### config.mk
export PLATFORM = sky130hd
export DESIGN_NAME = ctc_timer_with_repeat_count
export DESIGN_NICKNAME = d
export VERILOG_FILES = /design/src/rtl/ctc_pkg.sv /design/src/rtl/ctc_cfg_regs.sv /design/src/rtl/ctc_in_reg.sv /design/src/rtl/ctc_core.sv /design/src/rtl/ctc_timer_with_repeat_count.sv
export SDC_FILE = /design/constraint.sdc
export NUM_CORES = 1
export LEC_CHECK = 0
export ABC_CLOCK_PERIOD_IN_PS = 6700
export BUFFER_PORTS_ARGS = -buffer_cell sky130_fd_sc_hd__buf_4
export CORE_MARGIN = 2
export CORE_UTILIZATION = 45
export CTS_CLUSTER_DIAMETER = 60
export DETAILED_ROUTE_END_ITERATION = 10
export HOLD_SLACK_MARGIN = 0.15
export PLACE_DENSITY = 0.76
export SKIP_CTS_REPAIR_TIMING = 1
export SLEW_MARGIN = 20
export SYNTH_ARGS = -nofsm -noshare
export SYNTH_HDL_FRONTEND = slang
export SYNTH_HIERARCHICAL = 1
export SYNTH_SLANG_ARGS = --single-unit
export TNS_END_PERCENT = 20
### constraint.sdc
create_clock -name clk -period 6.7 [get_ports clk]
set_input_delay 0.335 -clock clk [delete_from_list [all_inputs] [get_ports clk]]
set_output_delay 0.335 -clock clk [all_outputs]
set_load 0.02 [all_outputs]
### src/rtl/ctc_pkg.sv
// shared types, codes and constants for the compare match timer
package ctc_pkg;

    // counter width inside the block, 8 to 16
    localparam int COUNT_WIDTH     = 16;
    // port widths fixed by the interface
    localparam int VALUE_WIDTH     = 16;
    localparam int SELECT_WIDTH    = 3;
    localparam int KIND_WIDTH      = 3;
    localparam int REPEAT_WIDTH    = 32;
    localparam int PRESCALE_WIDTH  = 10;
    localparam int INDEX_WIDTH     = 1;

    typedef enum logic [KIND_WIDTH-1:0] {
        KIND_TICK   = 3'd0,
        KIND_PAUSE  = 3'd1,
        KIND_RESUME = 3'd2,
        KIND_ARM    = 3'd3,
        KIND_DISARM = 3'd4
    } kind_t;

    typedef enum logic [SELECT_WIDTH-1:0] {
        SEL_STOP    = 3'd0,
        SEL_DIV1    = 3'd1,
        SEL_DIV8    = 3'd2,
        SEL_DIV64   = 3'd3,
        SEL_DIV256  = 3'd4,
        SEL_DIV1024 = 3'd5
    } sel_t;

    localparam logic [INDEX_WIDTH-1:0] REG_COMPARE  = 1'd0;
    localparam logic [INDEX_WIDTH-1:0] REG_PRESCALE = 1'd1;

    typedef struct packed {
        logic [COUNT_WIDTH-1:0]  compare;
        logic [SELECT_WIDTH-1:0] select;
    } cfg_t;

    typedef struct packed {
        logic [KIND_WIDTH-1:0]   kind;
        logic [REPEAT_WIDTH-1:0] count;
    } req_t;

    typedef struct packed {
        logic                      stopped;
        logic [PRESCALE_WIDTH-1:0] top;
    } step_t;

    // last prescaler step for a select; unused selects are stopped
    function automatic step_t last_step(logic [SELECT_WIDTH-1:0] sel);
        step_t s;
        s.stopped = 1'b0;
        s.top     = '0;
        unique case (sel)
            SEL_DIV1:    s.top = 10'd0;
            SEL_DIV8:    s.top = 10'd7;
            SEL_DIV64:   s.top = 10'd63;
            SEL_DIV256:  s.top = 10'd255;
            SEL_DIV1024: s.top = 10'd1023;
            default:     s.stopped = 1'b1;
        endcase
        return s;
    endfunction

endpackage

### src/rtl/ctc_cfg_regs.sv
// configuration registers: compare value and prescaler select
module ctc_cfg_regs (
    input  logic                             clk,
    input  logic                             rst_n,
    input  logic                             cfg_write,
    input  logic [ctc_pkg::INDEX_WIDTH-1:0]  cfg_index,
    input  logic [ctc_pkg::VALUE_WIDTH-1:0]  cfg_data,
    output ctc_pkg::cfg_t                    cfg
);
    import ctc_pkg::*;

    logic [COUNT_WIDTH-1:0]  compare_reg;
    logic [SELECT_WIDTH-1:0] select_reg;

    always_ff @(posedge clk or negedge rst_n)
    begin
        if (!rst_n)
        begin
            compare_reg <= '1;
            select_reg  <= SEL_DIV1;
        end
        else if (cfg_write)
        begin
            unique case (cfg_index)
                REG_COMPARE:  compare_reg <= cfg_data[COUNT_WIDTH-1:0];
                REG_PRESCALE: select_reg  <= cfg_data[SELECT_WIDTH-1:0];
                default:      ;
            endcase
        end
    end

    assign cfg.compare = compare_reg;
    assign cfg.select  = select_reg;

endmodule

### src/rtl/ctc_in_reg.sv
// input register stage for requests
module ctc_in_reg (
    input  logic                              clk,
    input  logic                              rst_n,
    input  logic                              in_valid,
    output logic                              in_ready,
    input  logic [ctc_pkg::KIND_WIDTH-1:0]    kind,
    input  logic signed [ctc_pkg::REPEAT_WIDTH-1:0] arm_count,
    input  logic                              take,
    output logic                              req_valid,
    output ctc_pkg::req_t                     req
);
    import ctc_pkg::*;

    logic valid_reg;
    logic valid_next;
    req_t req_reg;

    // slot frees up when the core takes the held request
    assign in_ready   = !valid_reg || take;
    assign valid_next = in_ready ? in_valid : valid_reg;

    always_ff @(posedge clk or negedge rst_n)
    begin
        if (!rst_n)
        begin
            valid_reg <= 1'b0;
        end
        else
        begin
            valid_reg <= valid_next;
        end
    end

    always_ff @(posedge clk)
    begin
        if (in_valid && in_ready)
        begin
            req_reg.kind  <= kind;
            req_reg.count <= arm_count;
        end
    end

    assign req_valid = valid_reg;
    assign req       = req_reg;

endmodule

### src/rtl/ctc_core.sv
// timer state, next-state logic and result register
module ctc_core (
    input  logic                                     clk,
    input  logic                                     rst_n,
    input  ctc_pkg::cfg_t                            cfg,
    input  logic                                     req_valid,
    input  ctc_pkg::req_t                            req,
    output logic                                     take,
    output logic                                     out_valid,
    input  logic                                     out_ready,
    output logic                                     fire,
    output logic                                     done_res,
    output logic [ctc_pkg::VALUE_WIDTH-1:0]          counter_value,
    output logic signed [ctc_pkg::REPEAT_WIDTH-1:0]  remaining,
    output logic                                     armed
);
    import ctc_pkg::*;

    logic [PRESCALE_WIDTH-1:0] pre_reg,  pre_next;
    logic [COUNT_WIDTH-1:0]    cnt_reg,  cnt_next;
    logic [REPEAT_WIDTH-1:0]   rep_reg,  rep_next;
    logic                      en_reg,   en_next;
    logic                      run_reg,  run_next;

    logic                      res_valid_reg, res_valid_next;
    logic                      fire_reg, fire_next;
    logic                      done_reg, done_next;

    logic                      core_ready;
    logic                      advance;
    step_t                     step;

    assign core_ready = !res_valid_reg || out_ready;
    assign take       = req_valid && core_ready;
    assign step       = last_step(cfg.select);

    always_comb
    begin
        pre_next  = pre_reg;
        cnt_next  = cnt_reg;
        rep_next  = rep_reg;
        en_next   = en_reg;
        run_next  = run_reg;
        fire_next = 1'b0;
        done_next = 1'b0;
        advance   = 1'b0;
        unique case (req.kind)
            KIND_TICK:
            begin
                if (run_reg && !step.stopped)
                begin
                    // overshoot after a select change also lands here
                    if (pre_reg >= step.top)
                    begin
                        pre_next = '0;
                        advance  = 1'b1;
                    end
                    else
                    begin
                        pre_next = pre_reg + 1'b1;
                    end
                end
                if (advance)
                begin
                    if (cnt_reg == cfg.compare)
                    begin
                        cnt_next = '0;
                        if (en_reg)
                        begin
                            if (rep_reg != '0)
                            begin
                                fire_next = 1'b1;
                                // negative counts repeat forever
                                if (!rep_reg[REPEAT_WIDTH-1])
                                begin
                                    rep_next = rep_reg - 1'b1;
                                end
                            end
                            else
                            begin
                                en_next   = 1'b0;
                                done_next = 1'b1;
                            end
                        end
                    end
                    else
                    begin
                        cnt_next = cnt_reg + 1'b1;
                    end
                end
            end
            KIND_PAUSE:  run_next = 1'b0;
            KIND_RESUME: run_next = 1'b1;
            KIND_ARM:
            begin
                rep_next = req.count;
                en_next  = 1'b1;
            end
            KIND_DISARM: en_next = 1'b0;
            default:     ;
        endcase
    end

    assign res_valid_next = core_ready ? req_valid : res_valid_reg;

    always_ff @(posedge clk or negedge rst_n)
    begin
        if (!rst_n)
        begin
            pre_reg       <= '0;
            cnt_reg       <= '0;
            rep_reg       <= '1;
            en_reg        <= 1'b0;
            run_reg       <= 1'b1;
            res_valid_reg <= 1'b0;
        end
        else
        begin
            res_valid_reg <= res_valid_next;
            if (take)
            begin
                pre_reg <= pre_next;
                cnt_reg <= cnt_next;
                rep_reg <= rep_next;
                en_reg  <= en_next;
                run_reg <= run_next;
            end
        end
    end

    // result flags; counter, count and arm state read straight from the state
    always_ff @(posedge clk)
    begin
        if (take)
        begin
            fire_reg <= fire_next;
            done_reg <= done_next;
        end
    end

    assign out_valid     = res_valid_reg;
    assign fire          = fire_reg;
    assign done_res      = done_reg;
    assign counter_value = VALUE_WIDTH'(cnt_reg);
    assign remaining     = rep_reg;
    assign armed         = en_reg;

endmodule

### src/rtl/ctc_timer_with_repeat_count.sv
// top level of the prescaled compare match timer with repeat count
//
//   channel  | handshake             | payload
//   ---------+-----------------------+---------------------------------------------
//   input    | in_valid / in_ready   | kind, arm_count
//   result   | out_valid / out_ready | fire, done_res, counter_value, remaining, armed
//   config   | cfg_write             | cfg_index, cfg_data
//
// one request per cycle while results are taken; a result is valid once its accepted request has passed
// the input register and then the state update into the result register
// the state update is a single 32-bit decrement and a 16-bit compare per cycle
// reset: counter and prescaler 0, remaining -1, disarmed, running; no clearing pass
// a stalled result holds the core; the input register still takes one more request
module ctc_timer_with_repeat_count (
    input  logic                                     clk,
    input  logic                                     rst_n,
    input  logic                                     cfg_write,
    input  logic [ctc_pkg::INDEX_WIDTH-1:0]          cfg_index,
    input  logic [ctc_pkg::VALUE_WIDTH-1:0]          cfg_data,
    input  logic                                     in_valid,
    output logic                                     in_ready,
    input  logic [ctc_pkg::KIND_WIDTH-1:0]           kind,
    input  logic signed [ctc_pkg::REPEAT_WIDTH-1:0]  arm_count,
    output logic                                     out_valid,
    input  logic                                     out_ready,
    output logic                                     fire,
    output logic                                     done_res,
    output logic [ctc_pkg::VALUE_WIDTH-1:0]          counter_value,
    output logic signed [ctc_pkg::REPEAT_WIDTH-1:0]  remaining,
    output logic                                     armed
);
    import ctc_pkg::*;

    cfg_t cfg;
    req_t req;
    logic req_valid;
    logic take;

    ctc_cfg_regs u_cfg (
        .clk       (clk),
        .rst_n     (rst_n),
        .cfg_write (cfg_write),
        .cfg_index (cfg_index),
        .cfg_data  (cfg_data),
        .cfg       (cfg)
    );

    ctc_in_reg u_in (
        .clk       (clk),
        .rst_n     (rst_n),
        .in_valid  (in_valid),
        .in_ready  (in_ready),
        .kind      (kind),
        .arm_count (arm_count),
        .take      (take),
        .req_valid (req_valid),
        .req       (req)
    );

    ctc_core u_core (
        .clk           (clk),
        .rst_n         (rst_n),
        .cfg           (cfg),
        .req_valid     (req_valid),
        .req           (req),
        .take          (take),
        .out_valid     (out_valid),
        .out_ready     (out_ready),
        .fire          (fire),
        .done_res      (done_res),
        .counter_value (counter_value),
        .remaining     (remaining),
        .armed         (armed)
    );

`ifndef SYNTHESIS
    // a match either fires or finishes, never both
    a_fire_xor_done: assert property (@(posedge clk) disable iff (!rst_n)
        out_valid |-> !(fire && done_res))
        else $error("fire and done_res both set");

    // finishing always leaves the timer disarmed
    a_done_disarms: assert property (@(posedge clk) disable iff (!rst_n)
        (out_valid && done_res) |-> !armed)
        else $error("done_res with timer still armed");

    // a draining result side never blocks new requests
    a_ready_flows: assert property (@(posedge clk) disable iff (!rst_n)
        out_ready |-> in_ready)
        else $error("in_ready low while results drain");

    // a fire from a finite count leaves it one lower, never negative
    a_fire_count: assert property (@(posedge clk) disable iff (!rst_n)
        (take && u_core.fire_next && !u_core.rep_reg[REPEAT_WIDTH-1])
        |=> !remaining[REPEAT_WIDTH-1])
        else $error("finite repeat count went negative");
`endif

endmodule

==> flow_summary.json, run 1 <==
{
  "cpPeakStageDelay_ps": 570,
  "ctsRootBufferMaster": "clkbuf_16",
  "clock_latency_ps": 420,
  "fin_nets": 790,
  "grt_use_total_pct": 21.49,
  "hpwl_um": 10240,
  "slowest_stage": "or3_1",
  "synth_cell_types": 54,
  "drc": 0,
  "path_clk_slew_ps": 60,
  "boundaryPins": 110,
  "ir_drop_v": 0.0002037,
  "reg2reg_slack_ps": 3080,
  "hold_depth": 2,
  "drt_iter0_markers": 469,
  "antenna_found_initial": 0,
  "diodes": 0,
  "synth.avg_cell_area_um2": 10.59,
  "rsz0062_at_grt": "false",
  "drv_slew": 0,
  "cts_buffers": 17,
  "power.switching_uw": 643.8,
  "max_cap_viol_count": 0,
  "ys_seq_elements": 118,
  "dieWidth_um": 120.1,
  "tns_ps": 0,
  "path_delay_family": "simple AND/OR/NAND/NOR gates",
  "synth-edff-count": 37,
  "power_density_mw_per_mm2": 292.8,
  "first_pass_iters": 7,
  "detail-route-antenna-nets": 0,
  "synthCells": 573,
  "rr_startpoint": "u_cfg/select_reg[1]",
  "dieHeight_um": 120.1,
  "critPathMaxFanout": 32,
  "p_int_uw": 1727,
  "crit_chain": "inv_1 > ha_1 > inv_1 > ha_1 > nand2b_1 > a211oi_1 > nor3_1 > or3_1 > a31oi_2 > buf_4 > or2_2 > o21ai_0",
  "worstMarginPinSlew_ps": 1088,
  "netlist_area_mm2": 0.006067,
  "worstPathArrival_ps": 3930,
  "synth_nets": 644,
  "wl_um": 15990,
  "clock-sinks": 118,
  "fmax_mhz": 276.5,
  "grt_max_degree": 82,
  "synth-seq-area-share_pct": 52.75,
  "largest_reg_flops": 35,
  "cts_htree_levels": 4,
  "dieArea_mm2": 0.01443,
  "post-route-period-util_pct": 53.97,
  "vias": 5206,
  "wl_per_cell_um": 17.61,
  "status": "complete, no violations",
  "grt_pass1_wl_um": 24100,
  "async_reset_ff_share_pct": 68.64,
  "min_from": "cfg_data[15]",
  "skew_ps": 7.869,
  "cellLeakagePower_uw": 0.003172,
  "cts_tree": "done",
  "gp_congestion": 0.8902,
  "endpoint_kind": "register",
  "grt_remaining_overflow": 0,
  "relSlewSlack_pct": 27.22,
  "via_per_inst": 5.733,
  "combPwrFrac_pct": 18.8,
  "path_class": "reg -> reg",
  "grt_pass1_vias": 4852,
  "dp_cells": 828,
  "rr_worst_depth": 12,
  "min_period_ps": 3616,
  "start_kind": "register",
  "portBuffers": 109,
  "whs_endpoint": "u_cfg/compare_reg[15]",
  "hold_viol": 0,
  "fin_cells": 908,
  "cts_max_path_buffers": 2,
  "cp.required_ps": 7020,
  "clockPowerShare_pct": 40.5,
  "p_seq_share_pct": 40.7,
  "start_util_pct": 46.00,
  "path_buf_inv": 3,
  "synth_flop_cell": "dfstp_2",
  "core-area_mm2": 0.01319,
  "layout-area-overhead-vs-synth_pct": 33.47,
  "swShare_pct": 27.16,
  "fp-row-count": 42,
  "setup_violations": 0,
  "hold_class": "in -> reg",
  "regToRegEndpoint": "u_core/remaining[23]",
  "layout-drive-gt1-share_pct": 30.87,
  "yosysWarnings": 6
}
cell usage in the layout (no fill, tap or decap), types with 3 or more instances in the layout:
cell type / n
nand4_1: 7
nand3_1: 19
nor4_1: 9
nand2_1: 26
nand2b_1: 15
clkinv_2: 4
o31ai_1: 29
nor2b_1: 5
a31oi_1: 6
inv_1: 9
and3_1: 11
edfxtp_1: 37
or2_2: 4
o211ai_1: 12
buf_4: 112
ha_1: 14
o21ai_0: 70
dfstp_2: 50
xor2_1: 4
clkbuf_16: 18
bufinv_16: 3
or3_1: 11
a21oi_1: 31
mux2_2: 9
xnor2_1: 18
dfrtp_1: 31
clkbuf_8: 4
mux2_4: 10
dlygate4sd3_1: 47
a22oi_1: 15
nor2_1: 36
nor3_1: 22
o21a_1: 4
power groups by stage:
stage / registers, uW / logic [uW] / clock network [uW]
5_1_grt: 980 / 484 / 1010
6_report: 966 / 445 / 960
3_5_place_dp: 974 / 418 / 0
4_1_cts: 965 / 422 / 977
3_3_place_gp: 969 / 403 / 0
2_1_floorplan: 1000 / 206 / 0
cell usage after synthesis, drive strengths merged, types with 4 or more instances:
cell type | number | area share [%]
a21oi | 31 | 2.6
a22oi | 15 | 1.9
a31oi | 7 | 0.72
and3 | 11 | 1.1
buf | 10 | 1.2
clkbuf | 24 | 1.5
dfrtp | 31 | 13
dfstp | 50 | 22
edfxtp | 37 | 18
ha | 14 | 2.9
inv | 9 | 0.56
mux2 | 19 | 4.1
nand2 | 26 | 1.6
nand2b | 16 | 1.8
nand3 | 19 | 1.6
nand4 | 7 | 0.72
nor2 | 37 | 2.3
nor2b | 6 | 0.74
nor3 | 23 | 2.0
nor4 | 10 | 1.1
o211ai | 12 | 1.5
o21a | 4 | 0.49
o21ai | 70 | 5.8
o31ai | 30 | 3.9
or2 | 5 | 0.52
or3 | 12 | 1.3
xnor2 | 18 | 2.6
xor2 | 4 | 0.58
layout make-up:
| class | count | area [um2] |
|---|---|---|
| repair buffers | 161 | 1334 |
| clock inverters | 8 | 117.6 |
| well taps | 176 | 220.2 |
| multi-input cells | 412 | 2679 |
| inverters | 9 | 33.78 |
| clock buffers | 24 | 513.0 |
| flip-flops and latches | 118 | 3201 |
| fillers | 1019 | 5092 |
logic make-up after synthesis:
| group | Yosys count | synth area share, % |
|---|---|---|
| AO/OA/AOI/OAI | 179 | 18.23 |
| adder cells (fa/ha/maj) | 14 | 2.887 |
| buffers and inverters | 43 | 3.238 |
| XOR/XNOR | 22 | 3.176 |
| flip-flops | 118 | 52.75 |
| multiplexers | 19 | 4.145 |
| AND/OR/NAND/NOR | 178 | 15.57 |
through the flow:
step	cell area, um2	setup WS, ps	util [%]	total power (uW)	hold WS (ps)
2_1_floorplan	6067	3839	-	1210	39.41
3_3_place_gp	6982	2921	52.93	1372	481.6
3_5_place_dp	6982	2772	52.93	1392	501.9
4_1_cts	7612	2727	57.71	2364	68.91
5_1_grt	8098	2841	61.39	2471	150.8
6_report	8098	3084	61.39	2371	163.7
metal layers:
layer	wire (um)	part of all wire, %	global-route usage, %
met1	6517	41	27.54
met2	7909	49	34.45
met3	1282	8.0	6.749
met4	284	1.8	7.426
met5	0	0	0
how the worst max path moves through the flow:
stage,cells past startpoint,to,slack (ps),startpoint
2_1_floorplan,14,u_core/counter_value[10],3840,u_cfg/select_reg[1]
3_3_place_gp,7,u_core/remaining[27],2920,u_core/remaining[10]
3_5_place_dp,7,u_core/remaining[5],2770,u_core/remaining[10]
4_1_cts,7,u_core/remaining[26],2730,u_core/remaining[10]
5_1_grt,12,u_core/remaining[26],2840,u_cfg/select_reg[1]
6_report,12,u_core/remaining[23],3080,u_cfg/select_reg[1]
No activity file was read; power rests on OpenSTA's default activity.
==> inputs of run 2 (changes only) <==
--- a/config.mk
+++ b/config.mk
@@ -5,7 +5,7 @@
 export SDC_FILE = /design/constraint.sdc
 export NUM_CORES = 1
 export LEC_CHECK = 0
-export ABC_CLOCK_PERIOD_IN_PS = 6700
+export ABC_CLOCK_PERIOD_IN_PS = 3600
 export BUFFER_PORTS_ARGS = -buffer_cell sky130_fd_sc_hd__buf_4
 export CORE_MARGIN = 2
 export CORE_UTILIZATION = 45
==> constraint.sdc (replaced) <==
create_clock -name clk -period 3.6 [get_ports clk]
set_input_delay 0.18 -clock clk [delete_from_list [all_inputs] [get_ports clk]]
set_output_delay 0.18 -clock clk [all_outputs]
set_load 0.02 [all_outputs]
==> flow_summary.json, run 2 (synthesis gave the netlist of run 1 again) <==
{
  "status": "complete, no violations",
  "relSlewSlack_pct": 22.83,
  "power.switching_uw": 1214,
  "power_density_mw_per_mm2": 535.0,
  "grt_use_met2_pct": 34.52,
  "grt_use_met1_pct": 28.99,
  "path_class": "reg -> reg",
  "p_int_uw": 3163,
  "start_kind": "register",
  "layout-drive-gt1-share_pct": 30.82,
  "use_met3_pct": 5.941,
  "fin_nets": 801,
  "min_period_ps": 3267,
  "seqCellArea_mm2": 0.003201,
  "wl_per_cell_um": 17.32,
  "grt.busiest_layer": "met2",
  "clockPowerShare_pct": 40.0,
  "p_seq_share_pct": 41.0,
  "hpwl_um": 10360,
  "cpPeakStageDelay_ps": 530,
  "ir_drop_v": 0.0005432,
  "fmax_mhz": 306.1,
  "grt_remaining_overflow": 0,
  "max_cap_viol_count": 0,
  "drc": 0,
  "tns_ps": 0,
  "multi_input_area_mm2": 0.002679,
  "cellLeakagePower_uw": 0.003199,
  "via_per_inst": 5.667,
  "grt_pass1_vias": 4988,
  "ctsRootBufferMaster": "clkbuf_16",
  "worstPathArrival_ps": 3580,
  "dieWidth_um": 120.1,
  "setup_violations": 0,
  "fillers": 1018,
  "core-area_mm2": 0.01319,
  "dieArea_mm2": 0.01443,
  "cts_tree": "done",
  "critPathMaxFanout": 30,
  "largest_reg_flops": 35,
  "hold_depth": 3,
  "detail-route-antenna-nets": 0,
  "dieHeight_um": 120.1,
  "diodes": 0,
  "layout-area-overhead-vs-synth_pct": 34.83,
  "wl_um": 15920,
  "grt_use_total_pct": 21.83,
  "antenna_found_initial": 0,
  "holdWs_ps": 198.1,
  "slowest_stage": "or3_1",
  "grt_pass1_wl_um": 24560,
  "combPwrFrac_pct": 19.0,
  "crit_chain": "inv_1 > ha_1 > a31oi_1 > ha_1 > a21o_1 > a21oi_1 > nor3b_1 > or3_1 > a31oi_2 > or2_2 > o21ai_0",
  "hold_class": "in -> reg",
  "dpl_worst_slack_ps": 406.7,
  "post-route-period-util_pct": 90.74,
  "rsz0062_at_grt": "false",
  "rr_startpoint": "u_cfg/select_reg[1]",
  "cts_max_path_buffers": 2,
  "clock_latency_ps": 420,
  "grt_max_degree": 82,
  "gp_congestion": 0.8905,
  "final_cell_mix": "buf_4 (117), o21ai_0 (70), dlygate4sd3_1 (54)",
  "whs_endpoint": "u_cfg/select_reg[0]",
  "regToRegEndpoint": "u_core/remaining[20]",
  "hold_viol": 0,
  "worst_slack_ps": 333.4,
  "boundaryPins": 110,
  "drt_iter0_markers": 580,
  "start_util_pct": 46.00,
  "first_pass_iters": 7,
  "cts_buffers": 17,
  "cpMostUsedCell": "ha_1",
  "clock-sinks": 118,
  "reg2reg_slack_ps": 330,
  "swShare_pct": 27.73,
  "fp-row-count": 42,
  "drv_slew": 0,
  "final_common_cell": "buf_4",
  "skew_ps": 11.27,
  "portBuffers": 109,
  "rr_worst_depth": 11,
  "cp.required_ps": 3920,
  "worstMarginPinSlew_ps": 1153,
  "vias": 5208,
  "min_from": "cfg_write",
  "cts_htree_levels": 4,
  "path_clk_slew_ps": 60,
  "critPathLaunch": "u_cfg/select_reg[1]",
  "endpoint_kind": "register"
}
==> run 2: power by group through the flow <==
stage               combinational, uW  clock, uW  sequential, uW
floorplan                         384          0            1870
global placement                  744          0            1800
detailed placement                779          0            1810
CTS                               784       1780            1790
global route                      908       1860            1820
finish                            831       1750            1790
==> run 2: cell type report <==
type	count	area share (%)
well taps	176	2.692
flip-flops and latches	118	39.13
multi-input cells	412	32.75
clock buffers	21	5.751
clock inverters	11	1.790
inverters	9	0.4130
repair buffers	172	17.48
==> run 2: through the flow <==
stage / power (uW) / util (%) / cell area [um2] / cells
after CTS: 4352 / 57.89 / 7636 / 865
after floorplan: 2252 / - / 6067 / 573
final: 4377 / 62.02 / 8180 / 919
after global routing: 4582 / 62.02 / 8180 / 919
after global placement: 2546 / 53.22 / 7019 / 833
after detailed placement: 2591 / 53.22 / 7019 / 833
==> run 2: how the worst max path moves through the flow <==
stage | slack (ps) | to | cells after the start
floorplan | 740 | u_core/counter_value[10] | 14
CTS | 380 | u_core/remaining[27] | 11
detailed placement | 410 | u_core/remaining[12] | 11
finish | 330 | u_core/remaining[20] | 11
global route | 120 | u_core/remaining[27] | 11
global placement | 590 | u_core/remaining[5] | 11
==> run 2: metal layers <==
layer  routed length, um  part of all wire [%]
met4                 187                   1.2
met5                   0                     0
met3                 974                   6.1
met2                8109                    51
met1                6644                    42
==> run 2: critical path: cells and delay by family (launching register included) <==
kind	cells	cell delay (ps)
DFF	1	400
buffers and inverters	1	80
and+or+nand+nor	3	1090
AOI/OAI and AO/OA	5	1050
adders and majority gates	2	530
==> inputs of run 3 (changes only) <==
--- a/config.mk
+++ b/config.mk
@@ -8,11 +8,11 @@
 export ABC_CLOCK_PERIOD_IN_PS = 3600
 export BUFFER_PORTS_ARGS = -buffer_cell sky130_fd_sc_hd__buf_4
 export CORE_MARGIN = 2
-export CORE_UTILIZATION = 45
+export CORE_UTILIZATION = 56
 export CTS_CLUSTER_DIAMETER = 60
 export DETAILED_ROUTE_END_ITERATION = 10
 export HOLD_SLACK_MARGIN = 0.15
-export PLACE_DENSITY = 0.76
+export PLACE_DENSITY = 0.89
 export SKIP_CTS_REPAIR_TIMING = 1
 export SLEW_MARGIN = 20
 export SYNTH_ARGS = -nofsm -noshare
==> flow_summary.json, run 3 (synthesis gave the netlist of run 1 again) <==
{
  "cp.required_ps": 4010,
  "path_class": "reg -> reg",
  "critPathCapture": "u_core/remaining[8]",
  "hpwl_um": 10240,
  "vias": 5612,
  "setup_violations": 0,
  "fmax_mhz": 302.1,
  "grt_use_total_pct": 27.32,
  "fin_util_pct": 77.29,
  "worstPathArrival_ps": 3720,
  "antenna_found_initial": 1,
  "start_kind": "register",
  "fin_cells": 897,
  "hold_viol": 0,
  "grt_remaining_overflow": 0,
  "fillers": 648,
  "portBuffers": 109,
  "dieWidth_um": 108.1,
  "worstMarginPinSlew_ps": 1092,
  "dp_cells": 797,
  "rsz0062_at_grt": "false",
  "drv_slew": 0,
  "critPathMaxFanout": 30,
  "min_period_ps": 3310,
  "detail-route-antenna-nets": 0,
  "cts_htree_levels": 4,
  "power_density_mw_per_mm2": 529.1,
  "p_total_uw": 4375,
  "clock_latency_ps": 530,
  "endpoint_kind": "register",
  "max_cap_viol_count": 0,
  "final_common_cell": "buf_4",
  "core-area_mm2": 0.01070,
  "wl_per_cell_um": 19.34,
  "dpl_cell_area_mm2": 0.006974,
  "post-route-period-util_pct": 91.94,
  "final_cell_mix": "buf_4 (118), o21ai_0 (70), dlygate4sd3_1 (66)",
  "ir_drop_v": 0.0004586,
  "via_per_inst": 6.256,
  "fp-row-count": 38,
  "rr_startpoint": "u_cfg/select_reg[1]",
  "gp_congestion": 0.8708,
  "largest_reg_flops": 35,
  "cellLeakagePower_uw": 0.003272,
  "layout-drive-gt1-share_pct": 30.56,
  "grt_max_degree": 82,
  "regToRegEndpoint": "u_core/remaining[8]",
  "boundaryPins": 110,
  "hold_class": "in -> async",
  "cts_buffers": 17,
  "grt_pass1_vias": 5123,
  "fin_nets": 814,
  "ctsRootBufferMaster": "clkbuf_8",
  "status": "complete, no violations",
  "relSlewSlack_pct": 26.90,
  "layout-area-overhead-vs-synth_pct": 36.28,
  "drt_iter0_markers": 522,
  "rr_worst_depth": 11,
  "tns_ps": 0,
  "dieHeight_um": 108.1,
  "critPathLaunch": "u_cfg/select_reg[1]",
  "path_clk_slew_ps": 60,
  "stdcell_area_mm2": 0.008268,
  "dieArea_mm2": 0.01168,
  "drc": 0,
  "clock-sinks": 118,
  "start_util_pct": 56.71,
  "skew_ps": 11.35,
  "cts_max_path_buffers": 2,
  "grt_pass1_wl_um": 25030,
  "first_pass_iters": 5,
  "reg2reg_slack_ps": 290,
  "cts_tree": "done",
  "wl_um": 17350
}
run 3: cell types whose count changed in the layout (fill, tap and decap cells not counted), moves of 2 or more:
cell,delta
clkinv_2,+6
dlygate4sd3_1,+12
clkinv_1,-2
inv_6,-2
clkinvlp_4,-3
run 3: power breakdown:
| group | leakage, uW | total (uW) | internal (uW) | switching (uW) |
|---|---|---|---|---|
| combinational | 0.00168 | 870 | 412 | 458 |
| clock | 0.000305 | 1700 | 1120 | 585 |
| sequential | 0.00129 | 1800 | 1630 | 172 |
run 3: worst min-delay path by stage:
stage | slack (ps) | startpoint | end | cells past startpoint
final | 140 | rst_n | u_cfg/select_reg[1] | 2
after global routing | 160 | rst_n | u_cfg/select_reg[1] | 2
after CTS | -180 | arm_count[3] | u_in/req[3] | 1
after detailed placement | 360 | arm_count[3] | u_in/req[3] | 1
after global placement | 360 | arm_count[24] | u_in/req[24] | 1
after floorplan | -120 | rst_n | u_cfg/select_reg[1] | 0
run 3: area by class of cell:
class	count	area (um2)	share of cell area [%]
clock buffer	24	513.0	6.205
multi-input combinational	412	2679	32.40
tap	140	175.2	2.119
timing repair buffer	185	1574	19.04
inverter	9	33.78	0.4086
clock inverter	8	90.09	1.090
antenna	1	2.502	0.03027
sequential	118	3201	38.71
run 3: through the flow:
stage | hold slack [ps] | setup WS, ps
after detailed placement | 359.3 | 389.3
final | 138.7 | 290.0
after floorplan | -115.6 | 739.2
after CTS | -178.6 | 335.9
after global routing | 158.3 | 19.55
after global placement | 357.8 | 611.2
run 3: per-layer routing:
| layer | vias up | global-route usage [%] | wire length, um |
|---|---|---|---|
| met2 | 348 | 44.97 | 8823 |
| met1 | 2723 | 35.20 | 6668 |
| met4 | 0 | 11.17 | 472 |
| met3 | 53 | 5.967 | 1384 |
| met5 | - | 0 | 0 |
| li1 | 2488 | - | - |
run 3: critical path, cell delays in order, from the launching register on:
cell and delay (ps):
dfrtp_1 410, inv_1 100, ha_1 220, a31oi_1 270, ha_1 320, a21o_1 170, a21oi_1 150, nor3b_1 60
or3_1 520, a31oi_2 240, or2_2 510, o21ai_0 210
